===== config.mk =====
export PLATFORM = sky130hd
export DESIGN_NAME = one_wire_bus_master_flat
export DESIGN_NICKNAME = d
export VERILOG_FILES = /design/src/owm_pkg.sv /design/src/owm_cmd_if.sv /design/src/owm_res_if.sv /design/src/one_wire_bus_master.sv /design/src/flat_wrapper.sv
export SDC_FILE = /design/constraint.sdc
export NUM_CORES = 1
export LEC_CHECK = 0
export BUFFER_PORTS_ARGS = -buffer_cell sky130_fd_sc_hd__buf_2
export CAP_MARGIN = 30
export CORE_ASPECT_RATIO = 0.6
export CORE_UTILIZATION = 56
export CTS_CLUSTER_DIAMETER = 100
export CTS_CLUSTER_SIZE = 8
export DETAILED_ROUTE_END_ITERATION = 7
export PLACE_DENSITY_LB_ADDON = 0.05
export SETUP_SLACK_MARGIN = 0.2
export SYNTH_ARGS = -nofsm -noshare
export SYNTH_HDL_FRONTEND = slang
export SYNTH_SLANG_ARGS = --single-unit

===== constraint.sdc =====
create_clock -name i_clk -period 4.7 [get_ports i_clk]
set_input_delay 0.47 -clock i_clk [delete_from_list [all_inputs] [get_ports i_clk]]
set_output_delay 0.47 -clock i_clk [all_outputs]
set_load 0.01 [all_outputs]

===== src/owm_pkg.sv =====
// shared types and constants for the single-wire bus master
package owm_pkg;

    // configuration register layout
    localparam int unsigned CFG_W   = 10;
    localparam int unsigned CFG_IDX_W = 3;

    localparam logic [CFG_IDX_W-1:0] REG_RESET_LOW     = 3'd0;
    localparam logic [CFG_IDX_W-1:0] REG_PRESENCE_WAIT = 3'd1;
    localparam logic [CFG_IDX_W-1:0] REG_RESET_TAIL    = 3'd2;
    localparam logic [CFG_IDX_W-1:0] REG_SHORT_LOW     = 3'd3;
    localparam logic [CFG_IDX_W-1:0] REG_LONG_LOW      = 3'd4;
    localparam logic [CFG_IDX_W-1:0] REG_SLOT          = 3'd5;
    localparam logic [CFG_IDX_W-1:0] REG_READ_SAMPLE   = 3'd6;

    // register reset values in microseconds
    localparam logic [CFG_W-1:0] RST_RESET_LOW     = 10'd480;
    localparam logic [CFG_W-1:0] RST_PRESENCE_WAIT = 10'd70;
    localparam logic [CFG_W-1:0] RST_RESET_TAIL    = 10'd410;
    localparam logic [CFG_W-1:0] RST_SHORT_LOW     = 10'd6;
    localparam logic [CFG_W-1:0] RST_LONG_LOW      = 10'd60;
    localparam logic [CFG_W-1:0] RST_SLOT          = 10'd70;
    localparam logic [CFG_W-1:0] RST_READ_SAMPLE   = 10'd9;

    // command opcodes
    localparam int unsigned OP_W = 3;
    localparam logic [OP_W-1:0] OP_TICK       = 3'd0;
    localparam logic [OP_W-1:0] OP_RESET      = 3'd1;
    localparam logic [OP_W-1:0] OP_WRITE_BYTE = 3'd2;
    localparam logic [OP_W-1:0] OP_READ_BYTE  = 3'd3;
    localparam logic [OP_W-1:0] OP_READ_BIT   = 3'd4;

    localparam int unsigned BITS_W = 4;
    localparam logic [BITS_W-1:0] BITS_BYTE = 4'd8;
    localparam logic [BITS_W-1:0] BITS_ONE  = 4'd1;

    // operation phase
    typedef enum logic [6:0] {
        PH_IDLE      = 7'b0000001,
        PH_RST_LOW   = 7'b0000010,
        PH_RST_WAIT  = 7'b0000100,
        PH_RST_TAIL  = 7'b0001000,
        PH_WRITE     = 7'b0010000,
        PH_READ_BYTE = 7'b0100000,
        PH_READ_BIT  = 7'b1000000
    } t_phase;

endpackage


===== src/owm_cmd_if.sv =====
// command and tick channel into the bus master
interface owm_cmd_if;
    logic       valid;
    logic       ready;
    logic [2:0] opcode;
    logic [7:0] data_byte;
    logic       line_level;

    modport source (output valid, output opcode, output data_byte, output line_level,
                    input ready);
    modport sink (input valid, input opcode, input data_byte, input line_level,
                  output ready);
endinterface


===== src/owm_res_if.sv =====
// result channel out of the bus master
interface owm_res_if;
    logic       valid;
    logic       ready;
    logic       drive_low;
    logic       busy_res;
    logic       done_res;
    logic       presence;
    logic [7:0] read_data;
    logic       rejected;

    modport source (output valid, output drive_low, output busy_res, output done_res,
                    output presence, output read_data, output rejected, input ready);
    modport sink (input valid, input drive_low, input busy_res, input done_res,
                  input presence, input read_data, input rejected, output ready);
endinterface


===== src/one_wire_bus_master.sv =====
// single-wire bus master: timing state machine, config registers and result register
//
//  channel   | dir | beat contents
//  ----------+-----+-----------------------------------------------------------
//  i_cmd     | in  | opcode, data_byte, line_level (one beat per bus microsecond)
//  o_res     | out | drive_low, busy_res, done_res, presence, read_data, rejected
//  i_cfg_*   | in  | write enable, register index, 10-bit timing value
//
// one beat accepted per clock while i_cmd is not stalled; its result is in the output register on the next clock.
// the phase/timer update and the result are one pass of logic from the accepted beat.
// i_cmd stalls only while a result sits in the output register and o_res.ready is low.
// synchronous active-low reset puts the phase at idle and the timings at their defaults.
module one_wire_bus_master #(
    parameter int unsigned TIMER_BITS = 10
) (
    input  logic                             i_clk,
    input  logic                             i_rst_n,
    owm_cmd_if.sink                          i_cmd,
    owm_res_if.source                        o_res,
    input  logic                             i_cfg_we,
    input  logic [owm_pkg::CFG_IDX_W-1:0]    i_cfg_idx,
    input  logic [owm_pkg::CFG_W-1:0]        i_cfg_data
);

    localparam int unsigned CW = owm_pkg::CFG_W;
    // wide enough for the sum of two timings and for any timer value
    localparam int unsigned XW = (TIMER_BITS > CW) ? TIMER_BITS + 1 : CW + 1;
    localparam logic [TIMER_BITS-1:0] TMAX = '1;

    // saturate a phase length to the timer, zero acting as one
    function automatic logic [TIMER_BITS-1:0] clamp_len(input logic [CW-1:0] v);
        logic [XW-1:0] ext;
        logic [TIMER_BITS-1:0] res;
        ext = XW'(v);
        if (ext > XW'(TMAX)) begin
            res = TMAX;
        end else begin
            res = ext[TIMER_BITS-1:0];
        end
        if (res == '0) begin
            res = TIMER_BITS'(1);
        end
        return res;
    endfunction

    // saturate a low time to the timer
    function automatic logic [TIMER_BITS-1:0] clamp_low(input logic [CW-1:0] v);
        logic [XW-1:0] ext;
        ext = XW'(v);
        if (ext > XW'(TMAX)) begin
            return TMAX;
        end
        return ext[TIMER_BITS-1:0];
    endfunction

    // configuration registers
    logic [CW-1:0] r_reset_low, r_presence_wait, r_reset_tail;
    logic [CW-1:0] r_short_low, r_long_low, r_slot, r_read_sample;

    // operation state
    owm_pkg::t_phase              r_phase, n_phase;
    logic [TIMER_BITS-1:0]        r_elapsed, n_elapsed;
    logic [owm_pkg::BITS_W-1:0]   r_bits_left, n_bits_left;
    logic [7:0]                   r_shifter, n_shifter;
    logic                         r_presence, n_presence;

    // result register
    logic       r_out_valid;
    logic       r_drive, n_drive;
    logic       r_done, n_done;
    logic       r_rej, n_rej;
    logic [7:0] r_rdata, n_rdata;

    logic                  in_accept;
    logic                  is_cmd;
    logic                  advance;
    logic [TIMER_BITS-1:0] slot_len;
    logic [TIMER_BITS-1:0] slot_m1;
    logic [TIMER_BITS-1:0] low_len;
    logic [XW-1:0]         at_sum;
    logic [TIMER_BITS-1:0] at_pt;

    // skid: accept when the output register is free or being drained
    assign i_cmd.ready = !r_out_valid || o_res.ready;
    assign in_accept   = i_cmd.valid && i_cmd.ready;

    assign is_cmd = (i_cmd.opcode == owm_pkg::OP_RESET)
                 || (i_cmd.opcode == owm_pkg::OP_WRITE_BYTE)
                 || (i_cmd.opcode == owm_pkg::OP_READ_BYTE)
                 || (i_cmd.opcode == owm_pkg::OP_READ_BIT);

    // slot timing values
    assign slot_len = clamp_len(r_slot);
    assign slot_m1  = slot_len - TIMER_BITS'(1);
    assign at_sum   = XW'(r_short_low) + XW'(r_read_sample);
    assign at_pt    = (at_sum > XW'(slot_m1)) ? slot_m1 : at_sum[TIMER_BITS-1:0];

    always_comb begin
        if (r_phase == owm_pkg::PH_WRITE && !r_shifter[0]) begin
            low_len = clamp_low(r_long_low);
        end else begin
            low_len = clamp_low(r_short_low);
        end
    end

    // next state and result for the accepted beat
    always_comb begin
        n_phase     = r_phase;
        n_elapsed   = r_elapsed;
        n_bits_left = r_bits_left;
        n_shifter   = r_shifter;
        n_presence  = r_presence;
        n_drive     = 1'b0;
        n_done      = 1'b0;
        n_rej       = 1'b0;
        n_rdata     = '0;
        advance     = 1'b1;

        if (r_phase != owm_pkg::PH_IDLE && is_cmd) begin
            n_rej = 1'b1;
        end

        unique case (r_phase)
            owm_pkg::PH_IDLE: begin
                advance = 1'b0;
                if (is_cmd) begin
                    n_elapsed = '0;
                    case (i_cmd.opcode)
                        owm_pkg::OP_RESET: begin
                            n_phase = owm_pkg::PH_RST_LOW;
                        end
                        owm_pkg::OP_WRITE_BYTE: begin
                            n_phase     = owm_pkg::PH_WRITE;
                            n_shifter   = i_cmd.data_byte;
                            n_bits_left = owm_pkg::BITS_BYTE;
                        end
                        owm_pkg::OP_READ_BYTE: begin
                            n_phase     = owm_pkg::PH_READ_BYTE;
                            n_shifter   = '0;
                            n_bits_left = owm_pkg::BITS_BYTE;
                        end
                        default: begin
                            n_phase     = owm_pkg::PH_READ_BIT;
                            n_shifter   = '0;
                            n_bits_left = owm_pkg::BITS_ONE;
                        end
                    endcase
                end
            end
            owm_pkg::PH_RST_LOW: begin
                n_drive = 1'b1;
                if (r_elapsed >= clamp_len(r_reset_low) - TIMER_BITS'(1)) begin
                    n_phase   = owm_pkg::PH_RST_WAIT;
                    n_elapsed = '0;
                    advance   = 1'b0;
                end
            end
            owm_pkg::PH_RST_WAIT: begin
                if (r_elapsed >= clamp_len(r_presence_wait) - TIMER_BITS'(1)) begin
                    n_phase   = owm_pkg::PH_RST_TAIL;
                    n_elapsed = '0;
                    advance   = 1'b0;
                end
            end
            owm_pkg::PH_RST_TAIL: begin
                // presence sample on the first tail microsecond
                if (r_elapsed == '0) begin
                    n_presence = !i_cmd.line_level;
                end
                if (r_elapsed >= clamp_len(r_reset_tail) - TIMER_BITS'(1)) begin
                    n_phase   = owm_pkg::PH_IDLE;
                    n_elapsed = '0;
                    n_done    = 1'b1;
                    advance   = 1'b0;
                end
            end
            owm_pkg::PH_WRITE, owm_pkg::PH_READ_BYTE, owm_pkg::PH_READ_BIT: begin
                if (r_elapsed < low_len) begin
                    n_drive = 1'b1;
                end
                // read sample point
                if (r_phase != owm_pkg::PH_WRITE && r_elapsed == at_pt) begin
                    if (r_phase == owm_pkg::PH_READ_BYTE) begin
                        n_shifter = {i_cmd.line_level, r_shifter[7:1]};
                    end else begin
                        n_shifter = {7'd0, i_cmd.line_level};
                    end
                end
                // end of slot
                if (r_elapsed >= slot_m1) begin
                    if (r_phase == owm_pkg::PH_WRITE) begin
                        n_shifter = {1'b0, r_shifter[7:1]};
                    end
                    n_bits_left = r_bits_left - owm_pkg::BITS_W'(1);
                    n_elapsed   = '0;
                    advance     = 1'b0;
                    if (n_bits_left == '0) begin
                        if (r_phase == owm_pkg::PH_READ_BYTE) begin
                            n_rdata = n_shifter;
                        end else if (r_phase == owm_pkg::PH_READ_BIT) begin
                            n_rdata = {7'd0, n_shifter[0]};
                        end
                        n_phase = owm_pkg::PH_IDLE;
                        n_done  = 1'b1;
                    end
                end
            end
            default: begin
                n_phase   = owm_pkg::PH_IDLE;
                n_elapsed = '0;
                advance   = 1'b0;
            end
        endcase

        if (advance) begin
            n_elapsed = r_elapsed + TIMER_BITS'(1);
        end
    end

    // configuration writes
    always_ff @(posedge i_clk) begin
        if (!i_rst_n) begin
            r_reset_low     <= owm_pkg::RST_RESET_LOW;
            r_presence_wait <= owm_pkg::RST_PRESENCE_WAIT;
            r_reset_tail    <= owm_pkg::RST_RESET_TAIL;
            r_short_low     <= owm_pkg::RST_SHORT_LOW;
            r_long_low      <= owm_pkg::RST_LONG_LOW;
            r_slot          <= owm_pkg::RST_SLOT;
            r_read_sample   <= owm_pkg::RST_READ_SAMPLE;
        end else if (i_cfg_we) begin
            unique case (i_cfg_idx)
                owm_pkg::REG_RESET_LOW:     r_reset_low     <= i_cfg_data;
                owm_pkg::REG_PRESENCE_WAIT: r_presence_wait <= i_cfg_data;
                owm_pkg::REG_RESET_TAIL:    r_reset_tail    <= i_cfg_data;
                owm_pkg::REG_SHORT_LOW:     r_short_low     <= i_cfg_data;
                owm_pkg::REG_LONG_LOW:      r_long_low      <= i_cfg_data;
                owm_pkg::REG_SLOT:          r_slot          <= i_cfg_data;
                owm_pkg::REG_READ_SAMPLE:   r_read_sample   <= i_cfg_data;
                default: begin
                end
            endcase
        end
    end

    // operation state update on each accepted beat
    always_ff @(posedge i_clk) begin
        if (!i_rst_n) begin
            r_phase     <= owm_pkg::PH_IDLE;
            r_elapsed   <= '0;
            r_bits_left <= '0;
            r_shifter   <= '0;
            r_presence  <= 1'b0;
        end else if (in_accept) begin
            r_phase     <= n_phase;
            r_elapsed   <= n_elapsed;
            r_bits_left <= n_bits_left;
            r_shifter   <= n_shifter;
            r_presence  <= n_presence;
        end
    end

    // output valid
    always_ff @(posedge i_clk) begin
        if (!i_rst_n) begin
            r_out_valid <= 1'b0;
        end else if (in_accept) begin
            r_out_valid <= 1'b1;
        end else if (o_res.ready) begin
            r_out_valid <= 1'b0;
        end
    end

    // output payload
    always_ff @(posedge i_clk) begin
        if (in_accept) begin
            r_drive <= n_drive;
            r_done  <= n_done;
            r_rej   <= n_rej;
            r_rdata <= n_rdata;
        end
    end

    assign o_res.valid     = r_out_valid;
    assign o_res.drive_low = r_drive;
    assign o_res.busy_res  = (r_phase != owm_pkg::PH_IDLE);
    assign o_res.done_res  = r_done;
    assign o_res.presence  = r_presence;
    assign o_res.read_data = r_rdata;
    assign o_res.rejected  = r_rej;

`ifndef NO_ASSERTIONS
    // a finished operation leaves the master idle
    a_done_idle: assert property (@(posedge i_clk) disable iff (!i_rst_n)
        (o_res.valid && o_res.done_res) |-> !o_res.busy_res)
        else $error("done result while still busy");

    // a beat taken while idle is never rejected
    a_no_reject_idle: assert property (@(posedge i_clk) disable iff (!i_rst_n)
        (in_accept && r_phase == owm_pkg::PH_IDLE) |=> !r_rej)
        else $error("beat rejected while idle");

    // slot phases always have bits remaining
    a_bits_left: assert property (@(posedge i_clk) disable iff (!i_rst_n)
        (r_phase == owm_pkg::PH_WRITE || r_phase == owm_pkg::PH_READ_BYTE
         || r_phase == owm_pkg::PH_READ_BIT) |-> (r_bits_left != '0))
        else $error("slot phase with no bits left");
`endif

endmodule

===== src/flat_wrapper.sv =====
// flat-port wrapper written by rule: the top's interface ports become plain ports
module one_wire_bus_master_flat 
#(
    parameter int unsigned TIMER_BITS = 10
)
  (i_clk, i_rst_n, i_cfg_we, i_cfg_idx, i_cfg_data, i_cmd_valid, i_cmd_opcode, i_cmd_data_byte, i_cmd_line_level, i_cmd_ready, o_res_valid, o_res_drive_low, o_res_busy_res, o_res_done_res, o_res_presence, o_res_read_data, o_res_rejected, o_res_ready);
  owm_cmd_if i_cmd_i ();
  owm_res_if o_res_i ();
  input  logic i_clk;
  input  logic i_rst_n;
  input  logic i_cfg_we;
  input  logic [owm_pkg::CFG_IDX_W-1:0] i_cfg_idx;
  input  logic [owm_pkg::CFG_W-1:0] i_cfg_data;
  input wire logic [$bits(i_cmd_i.valid)-1:0] i_cmd_valid;
  input wire logic [$bits(i_cmd_i.opcode)-1:0] i_cmd_opcode;
  input wire logic [$bits(i_cmd_i.data_byte)-1:0] i_cmd_data_byte;
  input wire logic [$bits(i_cmd_i.line_level)-1:0] i_cmd_line_level;
  output wire logic [$bits(i_cmd_i.ready)-1:0] i_cmd_ready;
  output wire logic [$bits(o_res_i.valid)-1:0] o_res_valid;
  output wire logic [$bits(o_res_i.drive_low)-1:0] o_res_drive_low;
  output wire logic [$bits(o_res_i.busy_res)-1:0] o_res_busy_res;
  output wire logic [$bits(o_res_i.done_res)-1:0] o_res_done_res;
  output wire logic [$bits(o_res_i.presence)-1:0] o_res_presence;
  output wire logic [$bits(o_res_i.read_data)-1:0] o_res_read_data;
  output wire logic [$bits(o_res_i.rejected)-1:0] o_res_rejected;
  input wire logic [$bits(o_res_i.ready)-1:0] o_res_ready;
  assign i_cmd_i.valid = i_cmd_valid;
  assign i_cmd_i.opcode = i_cmd_opcode;
  assign i_cmd_i.data_byte = i_cmd_data_byte;
  assign i_cmd_i.line_level = i_cmd_line_level;
  assign i_cmd_ready = i_cmd_i.ready;
  assign o_res_valid = o_res_i.valid;
  assign o_res_drive_low = o_res_i.drive_low;
  assign o_res_busy_res = o_res_i.busy_res;
  assign o_res_done_res = o_res_i.done_res;
  assign o_res_presence = o_res_i.presence;
  assign o_res_read_data = o_res_i.read_data;
  assign o_res_rejected = o_res_i.rejected;
  assign o_res_i.ready = o_res_ready;
  one_wire_bus_master #(.TIMER_BITS(TIMER_BITS)) u_core (.i_clk(i_clk), .i_rst_n(i_rst_n), .i_cmd(i_cmd_i), .o_res(o_res_i), .i_cfg_we(i_cfg_we), .i_cfg_idx(i_cfg_idx), .i_cfg_data(i_cfg_data));
endmodule

==> qor.yml, run 1 <==
synthesis:
  ys_async_sr_fraction_pct: 0
  synth_fp_nets: 1042
  synth_xor_area_share_pct: 6.92
  synth_top_family_by_area: "simple AND/OR/NAND/NOR gates"
  syn_inst: 939
  netlist_area_um2: 7480
  synthFlopType: "dfxtp_1"
  avgSynthCellArea_um2: 7.97
  ys_ff_latch: 112
  synth-simple-area-share_pct: 25.9
  synth_adder_area_share_pct: 12.4
  synth_compound_area_share_pct: 17.2
  synthMuxAreaShare_pct: 2.96
  yosysWarnings: 0
  ys_seq_area_share_pct: 31.4
  synth_edf_count: 11
  synth_cell_types: 73
drt:
  vias: 7304
  route.detailed.drc: 0
  viasPerCell: 6.10
  drt-total-wl_mm: 23.0
  wl_per_cell_um: 19.2
  drtPass1Iterations: 5
  antenna_left: 0
  first_iter_violations: 631
timing:
  slew_headroom_pct: 40.9
  min_period_over_period_pct: 101
  slew_violations: 0
  worst-slew-pin-transition_ns: 0.878
  setup_slack_ns: -0.0629
  setup_violations: 10
  tns_ns: -0.198
  finClkSkew_ns: 0.00688
  hold_violations: 0
  clock.fmax_mhz: 210
  fin_crit_ns: 4.76
  rsz0062_at_grt: "true"
finish:
  multi_input_area_um2: 5260
  final_util_pct: 69.3
  antennaDiodeCount: 0
  drive_above_1_share_pct: 19.9
  fillers: 1040
  nets: 1127
  register_area_um2: 2360
  syn_to_final_growth_pct: 19.7
setup_path:
  path_max_fanout: 5
  critical_path.top_delay_family: "compound AO/OA/AOI/OAI gates"
  required_ns: 4.80
  cpMostUsedCell: "ha_4"
  cp-start-kind: "flop"
  critPathCaptureType: "flop"
  path_class: "reg -> reg"
  cp_data_arrival_time_ns: 4.86
  path_cells: "ha_4 > inv_1 > fa_2 > nor2b_1 > o31a_1 > o21a_1 > nor2_1 > xnor2_2 > ha_4 > nand4_1 > o21bai_1 > a32oi_1 > o221ai_2 > o2bb2ai_4 > buf_6 > mux2i_1 > xor2_1 > or4b_4 > buf_4 > mux2_2 > nor4b_1"
  cpMaxStageDelayCell: "or4b_4"
  crit_buf_inv: 3
  max_stage_delay_ns: 0.60
floorplan:
  num_rows: 32
  start_util_pct: 57.9
  die_x_um: 151
  ios: 45
  fp.dieH_um: 91.5
  dieArea_um2: 13800
  core_um2: 12900
run_status:
  violations: "setup timing"
  run_status: "finished with violations"
pwr:
  power_leakage_nw: 3.70
  p_per_area_nw_per_um2: 244
  vdd_drop_max_uv: 162
cts:
  cts_buffers: 9
  clock-root-buffer: "clkbuf_16"
  clk_pin_slew_ns: 0.08
  cts.path.max_buffers: 2
  clkSinkCount: 112
  insertion_delay_ns: 0.36
  ctsHtreeMaxLevel: 3
  cts_tree: "done"
placed_design:
  portBuffers: 44
  dp_hpwl_mm: 16.5
  gp_routability_congestion: 0.950
  dp_slack_ns: -0.116
global_route:
  grt_pass1_vias: 6880
  grt_pass1_wl_mm: 35.9
  overflow: 0
  grt_max_degree: 37
  grtUsageTotal_pct: 34.1
  antenna_found_initial: 0
job:
  drv_cap: 0
min_path:
  min_path_type: "in -> reg"
[final timing paths]
path,start,to,slack (ns),cells past startpoint
hold / removal,i_cmd_valid,u_core.o_res.valid$_SDFFE_PN0P_,0.36,3
hold reg to reg,u_core.r_long_low[8]$_SDFFE_PN0P_,u_core.r_long_low[8]$_SDFFE_PN0P_,0.46,2
setup reg to reg,u_core.r_short_low[0]$_SDFFE_PN0P_,u_core.o_res.read_data[0]$_SDFFCE_PN0P_,-0.06,21
setup / recovery,u_core.r_short_low[0]$_SDFFE_PN0P_,u_core.o_res.read_data[0]$_SDFFCE_PN0P_,-0.06,21
[area by class of cell]
cell class | count | share of cell area (%)
Tap cell | 170 | 2.37
Multi-Input combinational cell | 770 | 58.8
Clock buffer | 10 | 2.67
Inverter | 26 | 1.09
Clock inverter | 5 | 0.447
Timing Repair Buffer | 105 | 8.27
Sequential cell | 112 | 26.4
[state kept, by name, summed over array words and instances, names as in the netlist, 4 cells and up]
name and flops:
u_core.r_shifter 8, u_core.r_reset_tail 10, u_core.r_bits_left 4, u_core.o_res.read_data 8
u_core.r_phase 7, u_core.r_long_low 10, u_core.r_slot 10, u_core.r_reset_low 10
u_core.r_elapsed 10, u_core.r_read_sample 10, u_core.r_short_low 10, u_core.r_presence_wait 10
[stage by stage]
| step | instance area (µm²) | std cells | power [mW] | hold WS, ns |
|---|---|---|---|---|
| 3_3_place_gp | 8030 | 1148 | 1.38 | 0.445 |
| 2_1_floorplan | 7520 | 939 | 1.27 | 0.436 |
| 3_5_place_dp | 8040 | 1149 | 1.39 | 0.448 |
| 5_1_grt | 8960 | 1198 | 2.27 | 0.357 |
| 4_1_cts | 8680 | 1183 | 2.16 | 0.354 |
| 6_report | 8960 | 1198 | 2.19 | 0.357 |
[repair_timing]
item	in CTS	in global routing
gates cloned	1	0
gates resized for setup	35	44
endpoints found under the hold margin	0	0
pin swaps	33	27
buffers inserted	18	14
hold buffers	0	0
setup endpoints to repair	23	37
[synthesized netlist by cell type (15+ instances only)]
master | instances | area, µm²
nand2_1 | 186 | 698
dfxtp_1 | 101 | 2020
a21oi_1 | 84 | 420
ha_1 | 72 | 901
nor2_1 | 66 | 248
nand3_1 | 36 | 180
o21ai_0 | 33 | 165
xnor2_1 | 29 | 254
clkbuf_1 | 26 | 97.6
inv_1 | 25 | 93.8
nor3_1 | 24 | 120
xor2_1 | 23 | 201
mux2i_1 | 21 | 210
nand2b_1 | 19 | 119
and3_1 | 15 | 93.8
[placed cells by master, fill, tap and decap left out, types with 24 or more instances in the layout]
cell,n
o21ai_0,28
nand2_1,184
buf_2,45
xnor2_1,25
a21oi_1,78
nand3_1,36
buf_4,54
inv_1,24
ha_1,62
dfxtp_1,93
nor2_1,60
[worst register-to-register path, stage by stage (launching register included)]
cell and delay [ns]:
dfxtp_2 0.37, ha_4 0.15, inv_1 0.06, fa_2 0.35, nor2b_1 0.17, o31a_1 0.18, o21a_1 0.12, nor2_1 0.06
xnor2_2 0.19, ha_4 0.29, nand4_1 0.12, o21bai_1 0.20, a32oi_1 0.28, o221ai_2 0.17, o2bb2ai_4 0.18, buf_6 0.13
mux2i_1 0.11, xor2_1 0.17, or4b_4 0.60, buf_4 0.17, mux2_2 0.29, nor4b_1 0.15
[per-layer routing]
layer  track usage (%)  part of all wire [%]  vias to the layer above
met3              7.84                   8.8                       38
met4              9.33                   1.7                        0
li1                  -                     -                     3502
met5                 0                     0                        -
met2              48.9                    42                      298
met1              50.2                    47                     3466
[power by group]
part	switching, mW	total (mW)	leakage, nW	internal, mW
registers	0.0344	1.03	0.933	0.993
clock network	0.373	0.750	0.141	0.377
logic	0.236	0.410	2.63	0.174
total	0.643	2.19	3.70	1.55
[cells by family (layout without fill, tap and decap cells)]
kind of cell	count (synthesis)	in the layout
adders and majority gates	74	74
xor gates and xnor gates	55	55
DFF	112	112
and+or+nand+nor	415	415
AOI/OAI and AO/OA	204	204
muxes	22	22
buffers and inverters	57	146
(Power assumes the default switching activity.)
==> run 2, diff against run 1 <==
- RECOVER_POWER: default -> 50
- clock period: 4.7 -> 3.9 ns (I/O delays scaled with it)
==> run 2 against run 1 <==
  * The run still ends with setup timing left
  * Sequential cell count is the same
  * Fmax fell by 2.0%
  * Clock skew up 0.0033 ns
  * Critical endpoint is now u_core.r_shifter[5]$_SDFFE_PN0P_
  * Setup slack worse by 0.90 ns
  * Total power is 27% higher
  * Via count rose by 8.1%
  * Count of clock-buffer cells in the layout is 1 lower
  * Critical path depth rose by 1
  * Clock power grew 31%
  * Global-route usage is 2.8 points higher
  * Cell count rose by 8.4%
==> qor.yml, run 2 (same netlist as run 1, synthesis figures left out) <==
global_route:
  grt_pass1_wl_mm: 38.9  # +8.3%
  antenna_found_initial: 1  # +1
  overflow: 0  # unchanged
  grtUsageTotal_pct: 36.9  # +2.8 points
  grt_pass1_vias: 7462  # +8.5%
  grt_max_degree: 36  # -2.7%
pwr:
  fin_total_pwr_mw: 2.79  # +27%
  p_per_area_nw_per_um2: 283  # +16%
  p_sw_uw: 865  # +35%
  p_comb_share_pct: 20.4  # +1.7 points
  pwr-share-seq_pct: 44.3  # -2.7 points
  power_leakage_nw: 4.18  # +13%
  vdd_drop_max_uv: 242  # +50%
  clkPwrFrac_pct: 35.2  # +0.9 points
  p_sw_share_pct: 31.0  # +1.7 points
  p_int_mw: 1.92  # +24%
drt:
  wl_per_cell_um: 19.3  # +0.52%
  drt-total-wl_mm: 25.1  # +9.0%
  viasPerCell: 6.08  # -0.29%
  vias: 7897  # +8.1%
  drtPass1Iterations: 5  # unchanged
  antenna_left: 0  # unchanged
  route.detailed.drc: 0  # unchanged
  first_iter_violations: 758  # +20%
cts:
  clock-root-buffer: "clkbuf_16"
  clkSinkCount: 112  # unchanged
  cts.path.max_buffers: 2  # unchanged
  clk_pin_slew_ns: 0.09  # about the same
  ctsHtreeMaxLevel: 3  # unchanged
  cts_hold_buf: 0  # unchanged
  cts_tree: "done"
  cts_buffers: 9  # unchanged
  insertion_delay_ns: 0.36  # about the same
finish:
  syn_to_final_growth_pct: 31.7
  final_cells: 1299  # +8.4%
  final_cell_mix: "nand2_1, buf_4, dfxtp_1, a21oi_1, ha_1"
  nets: 1227  # +8.9%
  layout_commonest_cell: "nand2_1"
  antennaDiodeCount: 0  # unchanged
  final_util_pct: 76.2  # +7.0 points
  drive_above_1_share_pct: 26.3  # +6.4 points
  stdcell_area_um2: 9860  # +10%
floorplan:
  fp.dieH_um: 91.5  # unchanged
  num_rows: 32  # unchanged
  ios: 45  # unchanged
  start_util_pct: 57.9  # unchanged
  core_um2: 12900  # unchanged
  dieArea_um2: 13800  # unchanged
  die_x_um: 151  # unchanged
timing:
  hold_violations: 0  # unchanged
  slew_violations: 0  # unchanged
  rsz0062_at_grt: "true"
  clock.fmax_mhz: 206  # -2.0%
  fin_crit_ns: 4.86  # +0.0972 ns
  min_period_over_period_pct: 125  # +23 points
  setup_violations: 38  # +28
  finClkSkew_ns: 0.0102  # +0.00334 ns
  setup_slack_ns: -0.960  # -0.897 ns
  hold_ws_ns: 0.277  # -0.0794 ns
  slew_headroom_pct: 44.6  # +3.7 points
  tns_ns: -28.01  # -27.81 ns
  worst-slew-pin-transition_ns: 0.827  # -0.0512 ns
setup_path:
  cp_data_arrival_time_ns: 5.16  # +0.30 ns
  path_class: "reg -> reg"
  critPathCaptureType: "flop"
  required_ns: 4.20  # -0.60 ns
  path_max_fanout: 7  # +2
  cp-start-kind: "flop"
placed_design:
  placed_cells: 1251  # +8.9%
  gp_routability_congestion: 0.936  # -1.5%
  place_area_um2: 8820  # +9.8%
  dp_slack_ns: -0.885  # -0.769 ns
  portBuffers: 44  # unchanged
  dp_hpwl_mm: 18.0  # +9.5%
min_path:
  min_path_type: "in -> reg"
job:
  drv_cap: 0  # unchanged
run_status:
  run_status: "finished with violations"
  violations: "setup timing"
==> run 2: cell count changes in the layout (fill, tap and decap cells not counted), moves of 4 or more <==
cell,before,now
a22oi_2,5,1
clkbuf_1,0,16
buf_4,54,140
buf_6,2,16
ha_2,6,1
buf_2,45,30
a22oi_1,2,6
o21ai_0,28,24
==> run 2: power groups by stage <==
stage	Clock [mW]	Combinational [mW]	Sequential, mW
after floorplan	0	0.277	1.25
after detailed placement	0	0.460	1.26
after global placement	0	0.446	1.26
after global routing	1.03	0.612	1.24
final	0.982	0.569	1.24
after CTS	0.989	0.503	1.23
==> run 2: final cells by class <==
type                            count  area (µm²)
Clock inverter                      7        91.3
Clock buffer                        9         225
Tap cell                          170         213
Timing Repair Buffer              205        1510
Inverter                           26        97.6
Sequential cell                   112        2360
Fill cell                         944        3070
Multi-Input combinational cell    770        5360
==> run 2: critical path, stage by stage (launching register included) <==
cell	delay (ns)
dfxtp_2	0.33
or3_4	0.40
nor4_4	0.24
a21oi_2	0.11
ha_2	0.20
nor3b_4	0.17
nand2_2	0.08
xnor2_2	0.12
inv_2	0.08
ha_4	0.27
nand4_1	0.12
o21bai_4	0.21
a32oi_2	0.23
o221ai_2	0.15
o2bb2ai_4	0.17
buf_12	0.15
mux2i_4	0.18
xor2_1	0.15
or4b_4	0.61
buf_6	0.18
nor3_1	0.28
a21o_1	0.19
a221o_1	0.18
==> run 2: layer usage <==
| metal | vias up | part of all wire [%] | global-route usage (%) | routed length, µm |
|---|---|---|---|---|
| met4 | 2 | 2.0 | 10.1 | 498 |
| met1 | 3702 | 42 | 51.4 | 10600 |
| met3 | 59 | 12 | 10.7 | 3000 |
| met5 | - | 0.052 | 0 | 13 |
| li1 | 3688 | - | - | - |
| met2 | 446 | 44 | 54.9 | 10900 |
==> run 2: timing repair <==
action / in CTS / in global routing
pin swaps: 22 / 49
gates cloned: 1 / 0
endpoints found under the setup margin: 38 / 39
buffers inserted: 17 / 14
gates resized for setup: 29 / 72
==> run 2: final timing paths <==
check / slack [ns] / endpoint / depth (start not counted) / start
min: 0.28 / u_core.o_res.valid$_SDFFE_PN0P_ / 3 / i_cmd_valid
min reg2reg: 0.46 / u_core.r_long_low[7]$_SDFFE_PN0P_ / 2 / u_core.r_long_low[7]$_SDFFE_PN0P_
max: -0.96 / u_core.r_shifter[5]$_SDFFE_PN0P_ / 22 / u_core.r_slot[6]$_SDFFE_PN1P_
max reg2reg: -0.96 / u_core.r_shifter[5]$_SDFFE_PN0P_ / 22 / u_core.r_slot[6]$_SDFFE_PN1P_
==> run 3, diff against run 2 <==
- CORE_UTILIZATION: 56 -> 60
- GPL_TIMING_DRIVEN: default -> 0
- clock period: 3.9 -> 5.1 ns (I/O delays scaled with it)
==> run 3 against run 2 <==
  * The run now ends clean
  * Register-to-register slack gained 1.2 ns
  * Count of clock-buffer cells in the layout up 1
  * Total power fell by 26%
  * Fmax is 0.82% lower
  * Cell area fell by 13%
  * First-iteration DRC count fell by 16%
  * Critical endpoint is now u_core.r_shifter[6]$_SDFFE_PN0P_
  * Largest power group unchanged
==> qor.yml, run 3 (same netlist as run 1, synthesis figures left out) <==
min_path:
  whs_path_depth: 2  # -1
  min-delay-start: "i_cmd_line_level"
  min_path_type: "in -> reg"
  hold_end: "u_core.o_res.presence$_SDFFE_PN0P_"
placed_design:
  placed_cells: 1144  # -8.6%
  gp_routability_congestion: 0.977  # +4.4%
  dp_hpwl_mm: 15.9  # -12%
  portBuffers: 39  # -11%
setup_path:
  critical_path.top_delay_family: "simple AND/OR/NAND/NOR gates"
  path_class: "reg -> reg"
  max_stage_delay_ns: 0.59  # -0.02 ns
  cpMostUsedCell: "o2bb2ai_4"
  critPathCaptureType: "flop"
  crit_buf_inv: 3  # unchanged
  cpMaxStageDelayCell: "or4b_4"
  path_cells: "or3_4 > nor4_4 > a21oi_2 > ha_2 > nor3b_4 > nand2_2 > xnor2_2 > inv_2 > ha_4 > nand4_1 > o21bai_4 > a32oi_2 > o221ai_2 > o2bb2ai_4 > buf_4 > a211oi_2 > o21ai_1 > or4b_4 > and2_4 > buf_8 > o2bb2ai_4 > a221o_1"
  reg2reg_to: "u_core.r_shifter[6]$_SDFFE_PN0P_"
  cp_data_arrival_time_ns: 5.14  # -0.02 ns
  path_max_fanout: 8  # +1
  r2r_cells: 22  # unchanged
  cp-start-kind: "flop"
  reg2reg_slack_ns: 0.20  # +1.16 ns
  worstSetupStartpoint: "u_core.r_slot[5]$_SDFFE_PN0P_"
  timing.rr.start: "u_core.r_slot[5]$_SDFFE_PN0P_"
  required_ns: 5.34  # +1.14 ns
job:
  drv_cap: 0  # unchanged
global_route:
  gr-usage-met3_pct: 7.89  # -2.8 points
  grt_max_degree: 19  # -47%
  met1_usage_pct: 49.8  # -1.7 points
  grtUsageTotal_pct: 33.8  # -3.0 points
  grt_pass1_wl_mm: 33.5  # -14%
  grt_use_met2_pct: 49.8  # -5.0 points
  top_usage_layer: "met2"
  overflow: 0  # unchanged
  grt_pass1_vias: 6281  # -16%
  antenna_found_initial: 0  # -1
pwr:
  fin_total_pwr_mw: 2.07  # -26%
  p_per_area_nw_per_um2: 240  # -15%
  vdd_drop_max_uv: 191  # -21%
  power_leakage_nw: 3.48  # -17%
timing:
  min_period_over_period_pct: 96.1  # -29 points
  slew_headroom_pct: 27.6  # -17 points
  slew_violations: 0  # unchanged
  hold_violations: 0  # unchanged
  rsz0062_at_grt: "true"
  worst-slew-pin-transition_ns: 1.08  # +0.251 ns
  fin_crit_ns: 4.90  # +0.0400 ns
  clock.fmax_mhz: 204  # -0.82%
  setup_violations: 0  # -100%
  finClkSkew_ns: 0.0101  # -0.0000982 ns
floorplan:
  ios: 45  # unchanged
  die_x_um: 146  # -3.3%
  dieArea_um2: 12900  # -6.6%
  num_rows: 31  # -3.1%
  core_um2: 12100  # -6.4%
  fp.dieH_um: 88.5  # -3.3%
  start_util_pct: 61.8  # +4.0 points
cts:
  clock-root-buffer: "clkbuf_16"
  cts.path.max_buffers: 2  # unchanged
  cts_tree: "done"
  clk_pin_slew_ns: 0.07  # -0.02 ns
  cts_hold_buf: 0  # unchanged
  clkSinkCount: 112  # unchanged
  cts_buffers: 9  # unchanged
  ctsHtreeMaxLevel: 3  # unchanged
  insertion_delay_ns: 0.35  # about the same
drt:
  drt-total-wl_mm: 22.2  # -12%
  route.detailed.drc: 0  # unchanged
  antenna_left: 0  # unchanged
  drtPass1Iterations: 5  # unchanged
  wl_per_cell_um: 18.8  # -2.7%
  first_iter_violations: 635  # -16%
  viasPerCell: 6.14  # +0.92%
  vias: 7246  # -8.2%
finish:
  final_cells: 1181  # -9.1%
  final_cell_mix: "nand2_1, dfxtp_1, a21oi_1, ha_1, nor2_1"
  layout_commonest_cell: "nand2_1"
  syn_to_final_growth_pct: 15.2
  nets: 1114  # -9.2%
  antennaDiodeCount: 0  # unchanged
  fillers: 1005  # +6.5%
  drive_above_1_share_pct: 12.3  # -14 points
run_status:
  run_status: "completed"
[run 3: cell count changes in the layout (fill, tap and decap cells not counted), moves of 4 or more]
cell,change
a21oi_2,-5
clkbuf_1,+26
buf_6,-14
a21oi_1,+5
nor2_4,-5
nor2_1,+4
nand2_2,-4
o21ai_0,+7
buf_4,-120
ha_4,-5
nand2_1,+4
[run 3: timing repair]
item | 4_1_cts | 5_1_grt
buffers inserted | 14 | 7
setup endpoints to repair | 31 | 31
cloned | 0 | 0
pin swaps | 11 | 22
resized for setup | 22 | 33
[run 3: layout make-up]
class                   instances  area (µm²)  share of cell area [%]
flip-flops and latches        112        2370                    27.5
clock inverters                 6        90.1                    1.04
clock buffers                  10         229                    2.66
inverters                      26        97.6                    1.13
repair buffers                 61         357                    4.14
well taps                     165         206                    2.39
multi-input cells             770        5130                    59.6
plain buffers                  31         140                    1.63
[run 3: metrics by stage]
step                setup slack (ns)  setup TNS [ns]  hold slack [ns]  util [%]  area (µm²)
CTS                            0.210               0            0.379      69.8        8440
detailed placement            -0.260           -2.62            0.448      65.2        7890
global placement              -0.238           -2.23            0.445      65.2        7890
global route                  0.0398               0            0.392      71.2        8620
floorplan                      0.343               0            0.436         -        7480
finish                         0.200               0            0.387      71.2        8620
[run 3: report_power, final]
| group | switching, mW | leakage, nW | internal (mW) | total [mW] |
|---|---|---|---|---|
| logic | 0.212 | 2.39 | 0.143 | 0.354 |
| clock network | 0.342 | 0.150 | 0.434 | 0.776 |
| registers | 0.0281 | 0.932 | 0.915 | 0.943 |
[run 3: worst reg2reg max path, stage by stage, from the launching register on]
cell and delay, ns:
dfxtp_4 0.35, or3_4 0.41, nor4_4 0.22, a21oi_2 0.11
ha_2 0.21, nor3b_4 0.17, nand2_2 0.09, xnor2_2 0.12
inv_2 0.08, ha_4 0.27, nand4_1 0.12, o21bai_4 0.21
a32oi_2 0.23, o221ai_2 0.15, o2bb2ai_4 0.18, buf_4 0.16
a211oi_2 0.19, o21ai_1 0.12, or4b_4 0.59, and2_4 0.19
buf_8 0.13, o2bb2ai_4 0.15, a221o_1 0.35
[run 3: how the worst max path moves through the flow]
stage,endpoint,slack (ns),depth (start not counted)
2_1_floorplan,u_core.r_shifter[1]$_SDFFE_PN0P_,0.34,21
3_3_place_gp,u_core.o_res.read_data[0]$_SDFFCE_PN0P_,-0.24,19
3_5_place_dp,u_core.o_res.read_data[0]$_SDFFCE_PN0P_,-0.26,19
4_1_cts,u_core.r_shifter[2]$_SDFFE_PN0P_,0.21,21
5_1_grt,u_core.r_shifter[2]$_SDFFE_PN0P_,0.04,22
6_report,u_core.r_shifter[6]$_SDFFE_PN0P_,0.20,22
[run 3: metal layers]
metal,wire (µm),vias to the layer above
li1,-,3472
met5,0,-
met3,2240,35
met4,382,0
met1,10400,3407
met2,9090,332
